File: src/rss_pkg.sv
// Shared types and constants for the restriction site scanner.
package rss_pkg;

    localparam int NUM_ENZYMES   = 4;
    localparam int SLOT_COUNT    = 4;
    localparam int SLOT_W        = 2;
    localparam int WINDOW_BASES  = 16;
    localparam int NIBBLE_W      = 4;
    localparam int WIN_W         = WINDOW_BASES * NIBBLE_W;
    localparam int POS_W         = 32;
    localparam int LEN_W         = 5;
    localparam int TAIL_STEPS    = 15;
    localparam int TAIL_CNT_W    = 4;
    localparam int QUEUE_DEPTH   = 4;
    localparam int QUEUE_AW      = 2;
    localparam int CFG_IDX_W     = 4;
    localparam int CFG_DATA_W    = 64;
    localparam int S_TDATA_W     = 8;
    localparam int M_TDATA_W     = 40;

    // Configuration register indexes
    localparam logic [CFG_IDX_W-1:0] CFG_PATTERN_BASE = 4'd0;
    localparam logic [CFG_IDX_W-1:0] CFG_LENGTH_BASE  = 4'd4;
    localparam logic [CFG_IDX_W-1:0] CFG_INDEX_END    = 4'd8;

    localparam logic [LEN_W-1:0] LENGTH_RESET = 5'd31;

    typedef logic [SLOT_COUNT-1:0][WIN_W-1:0] rss_pattern_arr_t;
    typedef logic [SLOT_COUNT-1:0][LEN_W-1:0] rss_length_arr_t;

    // One window to be tested by the back end
    typedef struct packed {
        logic [WIN_W-1:0] window;
        logic [POS_W-1:0] position;
        logic             test_en;
        logic             final_task;
    } rss_task_t;

    // Queue status seen by both ends
    typedef struct packed {
        logic full;
        logic empty;
    } rss_qstat_t;

    typedef enum logic {
        FRONT_IDLE,
        FRONT_TAIL
    } rss_front_state_t;

endpackage

File: src/rss_front.sv
// Front end: takes bases, keeps the window and position, queues window tests.
module rss_front (
    input  logic                   aclk,
    input  logic                   aresetn,
    input  logic [3:0]             base_code,
    input  logic                   last_base,
    input  logic                   in_valid,
    output logic                   in_ready,
    input  rss_pkg::rss_qstat_t    qstat,
    output logic                   push,
    output rss_pkg::rss_task_t     push_task
);
    import rss_pkg::*;

    rss_front_state_t        state_reg, state_next;
    logic [WIN_W-1:0]        window_reg, window_next;
    logic [POS_W-1:0]        seen_reg, seen_next;
    logic [TAIL_CNT_W-1:0]   tail_cnt_reg, tail_cnt_next;

    logic [WIN_W-1:0]        win_shift;
    logic [POS_W-1:0]        seen_inc;
    logic [POS_W:0]          tail_sum;

    // Hold state
    always_ff @(posedge aclk) begin
        if (!aresetn) begin
            state_reg    <= FRONT_IDLE;
            window_reg   <= '0;
            seen_reg     <= '0;
            tail_cnt_reg <= '0;
        end else begin
            state_reg    <= state_next;
            window_reg   <= window_next;
            seen_reg     <= seen_next;
            tail_cnt_reg <= tail_cnt_next;
        end
    end

    // Saturating count and tail position sum
    assign seen_inc = (seen_reg == {POS_W{1'b1}}) ? seen_reg : seen_reg + 1'b1;
    assign tail_sum = {1'b0, seen_reg} + (POS_W + 1)'(tail_cnt_reg);

    // Next state, queue pushes
    always_comb begin
        state_next    = state_reg;
        window_next   = window_reg;
        seen_next     = seen_reg;
        tail_cnt_next = tail_cnt_reg;
        push          = 1'b0;
        push_task     = '0;
        in_ready      = 1'b0;
        win_shift     = '0;
        case (state_reg)
            FRONT_IDLE: begin
                in_ready  = !qstat.full;
                win_shift = {window_reg[WIN_W-NIBBLE_W-1:0], base_code};
                if (in_valid && !qstat.full) begin
                    push                 = 1'b1;
                    push_task.window     = win_shift;
                    push_task.position   = seen_inc - POS_W'(WINDOW_BASES);
                    push_task.test_en    = (seen_inc >= POS_W'(WINDOW_BASES));
                    push_task.final_task = !last_base;
                    window_next          = win_shift;
                    seen_next            = seen_inc;
                    if (last_base) begin
                        state_next    = FRONT_TAIL;
                        tail_cnt_next = '0;
                    end
                end
            end
            FRONT_TAIL: begin
                win_shift = {window_reg[WIN_W-NIBBLE_W-1:0], {NIBBLE_W{1'b0}}};
                if (!qstat.full) begin
                    push                 = 1'b1;
                    push_task.window     = win_shift;
                    push_task.position   = POS_W'(tail_sum - (POS_W + 1)'(TAIL_STEPS));
                    push_task.test_en    = (tail_sum >= (POS_W + 1)'(TAIL_STEPS));
                    push_task.final_task = (tail_cnt_reg == TAIL_CNT_W'(TAIL_STEPS - 1));
                    window_next          = win_shift;
                    tail_cnt_next        = tail_cnt_reg + 1'b1;
                    // Drop the run state after the last tail window
                    if (tail_cnt_reg == TAIL_CNT_W'(TAIL_STEPS - 1)) begin
                        state_next  = FRONT_IDLE;
                        window_next = '0;
                        seen_next   = '0;
                    end
                end
            end
            default: begin
                state_next = FRONT_IDLE;
            end
        endcase
    end

endmodule

File: src/rss_queue.sv
// Short queue of window tests between the front and back ends.
module rss_queue (
    input  logic                aclk,
    input  logic                aresetn,
    input  logic                push,
    input  rss_pkg::rss_task_t  push_task,
    input  logic                pop,
    output rss_pkg::rss_task_t  head_task,
    output rss_pkg::rss_qstat_t qstat
);
    import rss_pkg::*;

    rss_task_t               entry_reg [QUEUE_DEPTH];
    logic [QUEUE_AW-1:0]     wr_ptr_reg, wr_ptr_next;
    logic [QUEUE_AW-1:0]     rd_ptr_reg, rd_ptr_next;
    logic [QUEUE_AW:0]       count_reg, count_next;
    logic                    do_push, do_pop;

    assign qstat.full  = (count_reg == (QUEUE_AW + 1)'(QUEUE_DEPTH));
    assign qstat.empty = (count_reg == '0);
    assign do_push     = push && !qstat.full;
    assign do_pop      = pop && !qstat.empty;
    assign head_task   = entry_reg[rd_ptr_reg];

    // Advance pointers and count
    always_comb begin
        wr_ptr_next = do_push ? wr_ptr_reg + 1'b1 : wr_ptr_reg;
        rd_ptr_next = do_pop ? rd_ptr_reg + 1'b1 : rd_ptr_reg;
        count_next  = count_reg;
        if (do_push && !do_pop) begin
            count_next = count_reg + 1'b1;
        end else if (do_pop && !do_push) begin
            count_next = count_reg - 1'b1;
        end
    end

    always_ff @(posedge aclk) begin
        if (!aresetn) begin
            wr_ptr_reg <= '0;
            rd_ptr_reg <= '0;
            count_reg  <= '0;
        end else begin
            wr_ptr_reg <= wr_ptr_next;
            rd_ptr_reg <= rd_ptr_next;
            count_reg  <= count_next;
        end
    end

    // Store payload
    always_ff @(posedge aclk) begin
        if (do_push) begin
            entry_reg[wr_ptr_reg] <= push_task;
        end
    end

endmodule

File: src/rss_back.sv
// Back end: matches queued windows against the slots and issues hits.
module rss_back (
    input  logic                      aclk,
    input  logic                      aresetn,
    input  rss_pkg::rss_pattern_arr_t pattern,
    input  rss_pkg::rss_length_arr_t  length,
    input  rss_pkg::rss_task_t        head_task,
    input  rss_pkg::rss_qstat_t       qstat,
    output logic                      pop,
    output logic                      hit_valid,
    input  logic                      hit_ready,
    output logic [1:0]                hit_enzyme,
    output logic [31:0]               hit_position,
    output logic                      hit_last
);
    import rss_pkg::*;

    logic                    busy_reg, busy_next;
    logic [SLOT_COUNT-1:0]   mask_reg, mask_next;
    logic [POS_W-1:0]        pos_reg, pos_next;
    logic                    final_reg, final_next;
    logic                    pend_valid_reg, pend_valid_next;
    logic [SLOT_W-1:0]       pend_idx_reg, pend_idx_next;
    logic [POS_W-1:0]        pend_pos_reg, pend_pos_next;
    logic                    out_valid_reg, out_valid_next;
    logic [SLOT_W-1:0]       out_idx_reg, out_idx_next;
    logic [POS_W-1:0]        out_pos_reg, out_pos_next;
    logic                    out_last_reg, out_last_next;

    logic                    out_free;
    logic                    finishing;
    logic [SLOT_COUNT-1:0]   head_match;
    logic [SLOT_W-1:0]       low_idx;

    // Count window nibbles that share a bit with the pattern
    function automatic logic [LEN_W-1:0] count_nibbles(input logic [WIN_W-1:0] m);
        logic [LEN_W-1:0] c;
        c = '0;
        for (int j = 0; j < WINDOW_BASES; j++) begin
            c = c + LEN_W'(|m[j*NIBBLE_W +: NIBBLE_W]);
        end
        return c;
    endfunction

    // Match vector of the queue head
    always_comb begin
        head_match = '0;
        for (int k = 0; k < SLOT_COUNT; k++) begin
            if (k < NUM_ENZYMES) begin
                head_match[k] = head_task.test_en &&
                    (count_nibbles(head_task.window & pattern[k]) == length[k]);
            end
        end
    end

    // Lowest pending slot
    always_comb begin
        low_idx = '0;
        for (int k = SLOT_COUNT - 1; k >= 0; k--) begin
            if (mask_reg[k]) begin
                low_idx = SLOT_W'(k);
            end
        end
    end

    assign out_free  = !out_valid_reg || hit_ready;
    assign finishing = busy_reg && (mask_reg == '0) &&
                       (!(final_reg && pend_valid_reg) || out_free);

    // Issue hits one behind so the last of each request gets its flag
    always_comb begin
        busy_next       = busy_reg;
        mask_next       = mask_reg;
        pos_next        = pos_reg;
        final_next      = final_reg;
        pend_valid_next = pend_valid_reg;
        pend_idx_next   = pend_idx_reg;
        pend_pos_next   = pend_pos_reg;
        out_valid_next  = out_valid_reg;
        out_idx_next    = out_idx_reg;
        out_pos_next    = out_pos_reg;
        out_last_next   = out_last_reg;
        pop             = 1'b0;

        if (out_valid_reg && hit_ready) begin
            out_valid_next = 1'b0;
        end

        if (busy_reg && (mask_reg != '0)) begin
            if (!pend_valid_reg || out_free) begin
                if (pend_valid_reg) begin
                    out_valid_next = 1'b1;
                    out_idx_next   = pend_idx_reg;
                    out_pos_next   = pend_pos_reg;
                    out_last_next  = 1'b0;
                end
                pend_valid_next    = 1'b1;
                pend_idx_next      = low_idx;
                pend_pos_next      = pos_reg;
                mask_next[low_idx] = 1'b0;
            end
        end else if (finishing) begin
            // Flush the held hit as the last of its request
            if (final_reg && pend_valid_reg) begin
                out_valid_next  = 1'b1;
                out_idx_next    = pend_idx_reg;
                out_pos_next    = pend_pos_reg;
                out_last_next   = 1'b1;
                pend_valid_next = 1'b0;
            end
            busy_next = 1'b0;
        end

        // Load the next window test
        if ((!busy_reg || finishing) && !qstat.empty) begin
            pop        = 1'b1;
            busy_next  = 1'b1;
            mask_next  = head_match;
            pos_next   = head_task.position;
            final_next = head_task.final_task;
        end
    end

    always_ff @(posedge aclk) begin
        if (!aresetn) begin
            busy_reg       <= 1'b0;
            mask_reg       <= '0;
            final_reg      <= 1'b0;
            pend_valid_reg <= 1'b0;
            out_valid_reg  <= 1'b0;
        end else begin
            busy_reg       <= busy_next;
            mask_reg       <= mask_next;
            final_reg      <= final_next;
            pend_valid_reg <= pend_valid_next;
            out_valid_reg  <= out_valid_next;
        end
    end

    always_ff @(posedge aclk) begin
        pos_reg      <= pos_next;
        pend_idx_reg <= pend_idx_next;
        pend_pos_reg <= pend_pos_next;
        out_idx_reg  <= out_idx_next;
        out_pos_reg  <= out_pos_next;
        out_last_reg <= out_last_next;
    end

    assign hit_valid    = out_valid_reg;
    assign hit_enzyme   = out_idx_reg;
    assign hit_position = out_pos_reg;
    assign hit_last     = out_last_reg;

`ifndef ASSERT_OFF
    a_pop_when_free: assert property (@(posedge aclk) disable iff (!aresetn)
        pop |-> (!busy_reg || (mask_reg == '0)))
        else $error("window test loaded while hits remain");

    a_mask_idle: assert property (@(posedge aclk) disable iff (!aresetn)
        !busy_reg |-> (mask_reg == '0))
        else $error("match bits left with no active test");

    a_final_flush: assert property (@(posedge aclk) disable iff (!aresetn)
        (finishing && final_reg && !pop) |=> !pend_valid_reg)
        else $error("held hit survived the end of its request");

    a_last_flag: assert property (@(posedge aclk) disable iff (!aresetn)
        (!out_valid_reg || hit_ready) && out_valid_next && out_last_next
        |-> (busy_reg && final_reg && (mask_reg == '0)))
        else $error("last flag set outside a final flush");
`endif

endmodule

File: src/restriction_site_scanner_core.sv
// Top level: configuration registers, stream ports, front, queue and back.
// A window test enters the queue when its base or tail step is accepted; a hit reaches
// m_axis through the match mask, the held hit and the output register, once it is known
// whether it is the last hit of its request. Input takes one base per cycle while the
// queue has room; a last base keeps s_axis_tready low while its tail windows are queued.
// The back end tests one window at a time and issues its hits before it loads the next.
// Reset: synchronous, active low; clears window, count, queue and control,
// sets every pattern to 0 and every length to 31 (slots off).
module restriction_site_scanner_core (
    input  logic        aclk,
    input  logic        aresetn,
    input  logic        s_axis_tvalid,
    output logic        s_axis_tready,
    input  logic [7:0]  s_axis_tdata,   // [3:0] base_code, [7:4] zero
    input  logic        s_axis_tlast,   // last_base
    output logic        m_axis_tvalid,
    input  logic        m_axis_tready,
    output logic [39:0] m_axis_tdata,   // [1:0] enzyme_index, [33:2] site_position, [39:34] zero
    output logic        m_axis_tlast,   // end_of_run
    input  logic        cfg_valid,
    output logic        cfg_ready,
    input  logic [3:0]  cfg_index,
    input  logic [63:0] cfg_data
);
    import rss_pkg::*;

    rss_pattern_arr_t   pattern_reg, pattern_next;
    rss_length_arr_t    length_reg, length_next;

    rss_qstat_t         qstat;
    rss_task_t          push_task, head_task;
    logic               push, pop;
    logic [1:0]         hit_enzyme;
    logic [31:0]        hit_position;

    assign cfg_ready = 1'b1;

    // Decode configuration writes
    always_comb begin
        pattern_next = pattern_reg;
        length_next  = length_reg;
        if (cfg_valid) begin
            if (cfg_index < CFG_LENGTH_BASE) begin
                pattern_next[SLOT_W'(cfg_index - CFG_PATTERN_BASE)] = cfg_data;
            end else if (cfg_index < CFG_INDEX_END) begin
                length_next[SLOT_W'(cfg_index - CFG_LENGTH_BASE)] = cfg_data[LEN_W-1:0];
            end
        end
    end

    always_ff @(posedge aclk) begin
        if (!aresetn) begin
            pattern_reg <= '0;
            length_reg  <= {SLOT_COUNT{LENGTH_RESET}};
        end else begin
            pattern_reg <= pattern_next;
            length_reg  <= length_next;
        end
    end

    rss_front u_front (
        .aclk      (aclk),
        .aresetn   (aresetn),
        .base_code (s_axis_tdata[3:0]),
        .last_base (s_axis_tlast),
        .in_valid  (s_axis_tvalid),
        .in_ready  (s_axis_tready),
        .qstat     (qstat),
        .push      (push),
        .push_task (push_task)
    );

    rss_queue u_queue (
        .aclk      (aclk),
        .aresetn   (aresetn),
        .push      (push),
        .push_task (push_task),
        .pop       (pop),
        .head_task (head_task),
        .qstat     (qstat)
    );

    rss_back u_back (
        .aclk         (aclk),
        .aresetn      (aresetn),
        .pattern      (pattern_reg),
        .length       (length_reg),
        .head_task    (head_task),
        .qstat        (qstat),
        .pop          (pop),
        .hit_valid    (m_axis_tvalid),
        .hit_ready    (m_axis_tready),
        .hit_enzyme   (hit_enzyme),
        .hit_position (hit_position),
        .hit_last     (m_axis_tlast)
    );

    assign m_axis_tdata = {6'b0, hit_position, hit_enzyme};

endmodule

File: config.mk
export PLATFORM = sky130hd
export DESIGN_NAME = restriction_site_scanner_core
export DESIGN_NICKNAME = d
export VERILOG_FILES = /design/src/rss_pkg.sv /design/src/rss_front.sv /design/src/rss_queue.sv /design/src/rss_back.sv /design/src/restriction_site_scanner_core.sv
export SDC_FILE = /design/constraint.sdc
export NUM_CORES = 1
export LEC_CHECK = 0
export BUFFER_PORTS_ARGS = -buffer_cell sky130_fd_sc_hd__buf_2
export CAP_MARGIN = 30
export CORE_UTILIZATION = 25
export CTS_BUF_LIST = sky130_fd_sc_hd__clkbuf_2
export DETAILED_ROUTE_END_ITERATION = 12
export HOLD_SLACK_MARGIN = 0.02
export PLACE_DENSITY = 0.43
export SYNTH_ARGS = -nofsm -noshare
export SYNTH_HDL_FRONTEND = slang
export SYNTH_SLANG_ARGS = --single-unit
File: constraint.sdc
create_clock -name aclk -period 13.3 [get_ports aclk]
set_input_delay 1.995 -clock aclk [delete_from_list [all_inputs] [get_ports aclk]]
set_output_delay 1.995 -clock aclk [all_outputs]
set_load 0.02 [all_outputs]
==> results.txt <==
----------------------------------------------------
[Clock tree]
  Clock tree from TritonCTS ... yes
  Quantity of hold-fixing buffers added after cts ... 0
  Number of buffers inserted to repair setup after CTS ... 0
  Worst-case clock buffer depth ... 3
  Clock latency on the worst-skew pair ... ~1600 ps
  Num Clock Sinks ... between 800 and 900
  Clock transition at the register clock pins on the worst setup and hold paths after CTS ... approximately 100 ps
  H-tree Lvls ... 4
  Clk Tree Root Cell ... sky130_fd_sc_hd__clkbuf_2
  Number of CTS-inserted buffers ... around 230
  Post-cts repair resize count ... 0

[Critical path]
  Kind of capture point of the worst setup path ... register
  Logic depth of the worst register-to-register path ... 15
  Crit path kind ... reg -> reg
  Most Frequent Cell on Critical Path ... sky130_fd_sc_hd__fa_1
  Required time of the worst setup path ... between 10000 and 15000 ps
  Slowest stage cell, crit path ... sky130_fd_sc_hd__buf_12
  List of cells traversed by the critical path ... buf_12 -> mux4_2 -> a22o_1 -> a221oi_1 -> fa_1 -> fa_1 -> fa_1 -> fa_1 -> fa_1 -> inv_1 -> fa_1 -> xnor2_1 -> nand3_1 -> or4_1 -> a21oi_1
  Kind of cell with the highest combined delay on the critical path ... adder cells
  Worst path buffer plus inverter count ... 2
  Setup slack of the most critical reg-to-reg path ... between 6000 and 7000 ps
  Critical path fanouts, max ... between 80 and 90
  FF-to-FF End ... u_back.mask_reg[2]
  Category of the worst setup path launch point ... register
  Max stage delay on crit path ... 650 ps
  Crit path DAT ... around 8600 ps

[Timing]
  Shortest clock period the worst path allows after layout ... 7000 ps
  Final-report setup violation count ... 0
  Fraction of the cycle the final worst path needs ... 0.5263
  Slew margin rel. ... 0.2793
  Pin slew with the least headroom to its limit ... 1081 ps
  Hold Fails Final Rpt ... 0
  Post-route clock skew ... around 140 ps
  Final TNS setup ... 0 ps
  FMAX ... around 0.14 GHz
  Pins over their slew limit ... 0
  RSZ-0062 raised after global routing ... no

[Synthesis]
  Cell count after synthesis ... approximately 3100
  Synth Register Bits ... 883
  Number of enable-type register cells in the synthesized netlist ... between 400 and 500
  Number of distinct library cells after synthesis ... 82
  Cell Area, Synth ... ~37000 um2
  Share of the synthesized area in the top cell type ... 0.3960
  Average cell area after synthesis ... roughly 12 um2
  Yosys Warn Count ... 0
  Synth area leaders ... sky130_fd_sc_hd__edfxtp_1, sky130_fd_sc_hd__dfxtp_1, sky130_fd_sc_hd__nand2_1, sky130_fd_sc_hd__mux4_2, sky130_fd_sc_hd__a21oi_1
  Library cell occupying the most area in the post-synthesis netlist ... sky130_fd_sc_hd__edfxtp_1
  Most used DFF post-synth ... sky130_fd_sc_hd__edfxtp_1
  Fraction of the yosys area taken by sequential cells ... 0.6049
  Post-synthesis async set-or-reset flop share ... 0

[Floorplan]
  Total core area ... 148000 um2
  Overall die height ... about 390 um
  Area enclosed by the die boundary ... 151100 um2
  Chip width ... slightly below 400 um
  Ports placed on the boundary ... 126
  Effective utilization at floorplan ... 0.2526
  Standard-cell row count ... ~140

[Final layout]
  Relative area change from synthesis to final layout ... 13.09%
  Count of nets after finishing ... 3484
  Layout cells sized above 1 ... 0.1963
  Max reg flops ... between 300 and 400
  Highest-count cells in the layout ignoring fill and taps ... sky130_fd_sc_hd__nand2_1, sky130_fd_sc_hd__edfxtp_1, sky130_fd_sc_hd__dfxtp_1
  FILL cells ... between 15000 and 20000
  Most common cell after layout, fill and taps aside ... sky130_fd_sc_hd__nand2_1
  Fin util ... 0.2856

[Worst hold path]
  Endpoint of the worst hold path ... u_back.pend_pos_reg[5]
  Class of the tightest hold or removal check ... reg -> reg
  Hold Crit Depth ... 0
  Origin of the worst min-delay path ... u_back.pos_reg[5]

[Pwr]
  Static Leak ... ~15 nW
  Maximum vdd drop ... roughly 0.00011 V
  Areal power density over the cells ... 153.8 nW/um2

[Routing]
  Post-detailed-routing wire length ... 106700 um
  Post-route DRC ... 0
  Routed WL per cell ... around 20 um
  Via count ... 25160
  First-iteration detailed-routing DRC count ... about 1700
  Average vias per placed instance ... between 4 and 5
  First drt pass iteration count ... 5
  Remaining antenna violation count after routing ... 0

[GRT]
  Combined global-route utilization of all metal layers ... 0.1405
  Global-route congestion overflow total ... 0
  Pin count of the biggest net entering global routing ... just over 90
  Global-route wire length before repair ... between 150000 and 200000 um
  Via count of the first global-routing pass ... between 20000 and 30000
  Initial antenna violation count ... 6

[Run status]
  Result of the run ... completed

[Placement]
  Dpl hpwl ... approximately 67000 um
  Port-buffer cells ... around 110
  RD Place Congestion ... just under 0.8

[Job]
  Max-cap violations ... 0

----------------------------------------------------
==> cell usage after synthesis, drive strengths merged (17+ instances only) <==
master	instances
nor4	18
nor2	167
fa	42
nand2	606
buf	48
and2	78
mux2i	26
o22ai	31
xnor2	94
edfxtp	493
ha	35
mux4	98
a221oi	57
dfxtp	390
a22o	58
nand3	31
o21ai	30
inv	46
nor3	28
xor2	49
nand4	29
clkbuf	153
or3	17
a22oi	90
a21oi	299
==> final cells by class <==
| class | instances | area (um2) | share of cell area |
|---|---|---|---|
| antenna | 12 | 30.03 | 0.0007103 |
| clock buffer | 360 | 1802 | 0.04262 |
| clock inverter | 66 | 412.9 | 0.009766 |
| inverter | 47 | 183.9 | 0.004351 |
| multi-input combinational | 2010 | 13820 | 0.3269 |
| sequential | 883 | 22620 | 0.5350 |
| tap | 1930 | 2415 | 0.05712 |
| timing repair buffer | 154 | 996.0 | 0.02356 |
==> worst max-delay path by stage <==
stage          startpoint            endpoint  depth (start not counted)
2_1_floorplan    register  u_back.mask_reg[1]                         19
3_3_place_gp     register  u_back.mask_reg[1]                         15
3_5_place_dp     register  u_back.mask_reg[2]                         15
4_1_cts          register  u_back.mask_reg[1]                         15
5_1_grt          register  u_back.mask_reg[2]                         15
6_report         register  u_back.mask_reg[2]                         15
==> where the power goes <==
part / internal, mW / switching (mW)
registers: 3.22 / 0.0970
logic: 0.408 / 0.797
clock network: 0.806 / 1.17
total: 4.44 / 2.06
==> through the flow <==
stage	hold WS (ps)	cell area (um2)	setup WS, ps	power (mW)	instances
4_1_cts	308.0	42160	6126	6.644	5447
3_5_place_dp	404.5	39950	6110	4.625	5021
5_1_grt	289.9	42270	5904	6.886	5459
2_1_floorplan	400.3	37400	6862	4.128	3141
6_report	356.3	42280	6300	6.501	5462
3_3_place_gp	403.8	39870	6137	4.612	5018
==> logic make-up (layout without fill, tap and decap cells) <==
group / count (synthesis) / after routing / share of synthesized area
simple gates: 1032 / 1032 / 0.1247
buf+inv: 248 / 627 / 0.02795
compound gates: 627 / 627 / 0.1083
fa+ha+maj: 77 / 77 / 0.03421
other cells: 2 / 19 / 0.0002009
xor+xnor: 143 / 143 / 0.03370
flops: 883 / 883 / 0.6049
mux: 124 / 124 / 0.06600
==> routing by layer <==
layer | wire [um] | GRT usage
met1 | 49490 | 0.1898
met2 | 49840 | 0.2213
met3 | 5025 | 0.03134
met4 | 2291 | 0.04635
met5 | 16 | 0
==> worst register-to-register path, cell delays in order, from the launching register on <==
cell and delay, ps:
sky130_fd_sc_hd__dfxtp_4 630, sky130_fd_sc_hd__buf_12 650, sky130_fd_sc_hd__mux4_2 680, sky130_fd_sc_hd__a22o_1 260
sky130_fd_sc_hd__a221oi_1 640, sky130_fd_sc_hd__fa_1 640, sky130_fd_sc_hd__fa_1 490, sky130_fd_sc_hd__fa_1 520
sky130_fd_sc_hd__fa_1 530, sky130_fd_sc_hd__fa_1 430, sky130_fd_sc_hd__inv_1 90, sky130_fd_sc_hd__fa_1 430
sky130_fd_sc_hd__xnor2_1 160, sky130_fd_sc_hd__nand3_1 100, sky130_fd_sc_hd__or4_1 540, sky130_fd_sc_hd__a21oi_1 160
No activity file was read; power rests on OpenSTA's default activity.
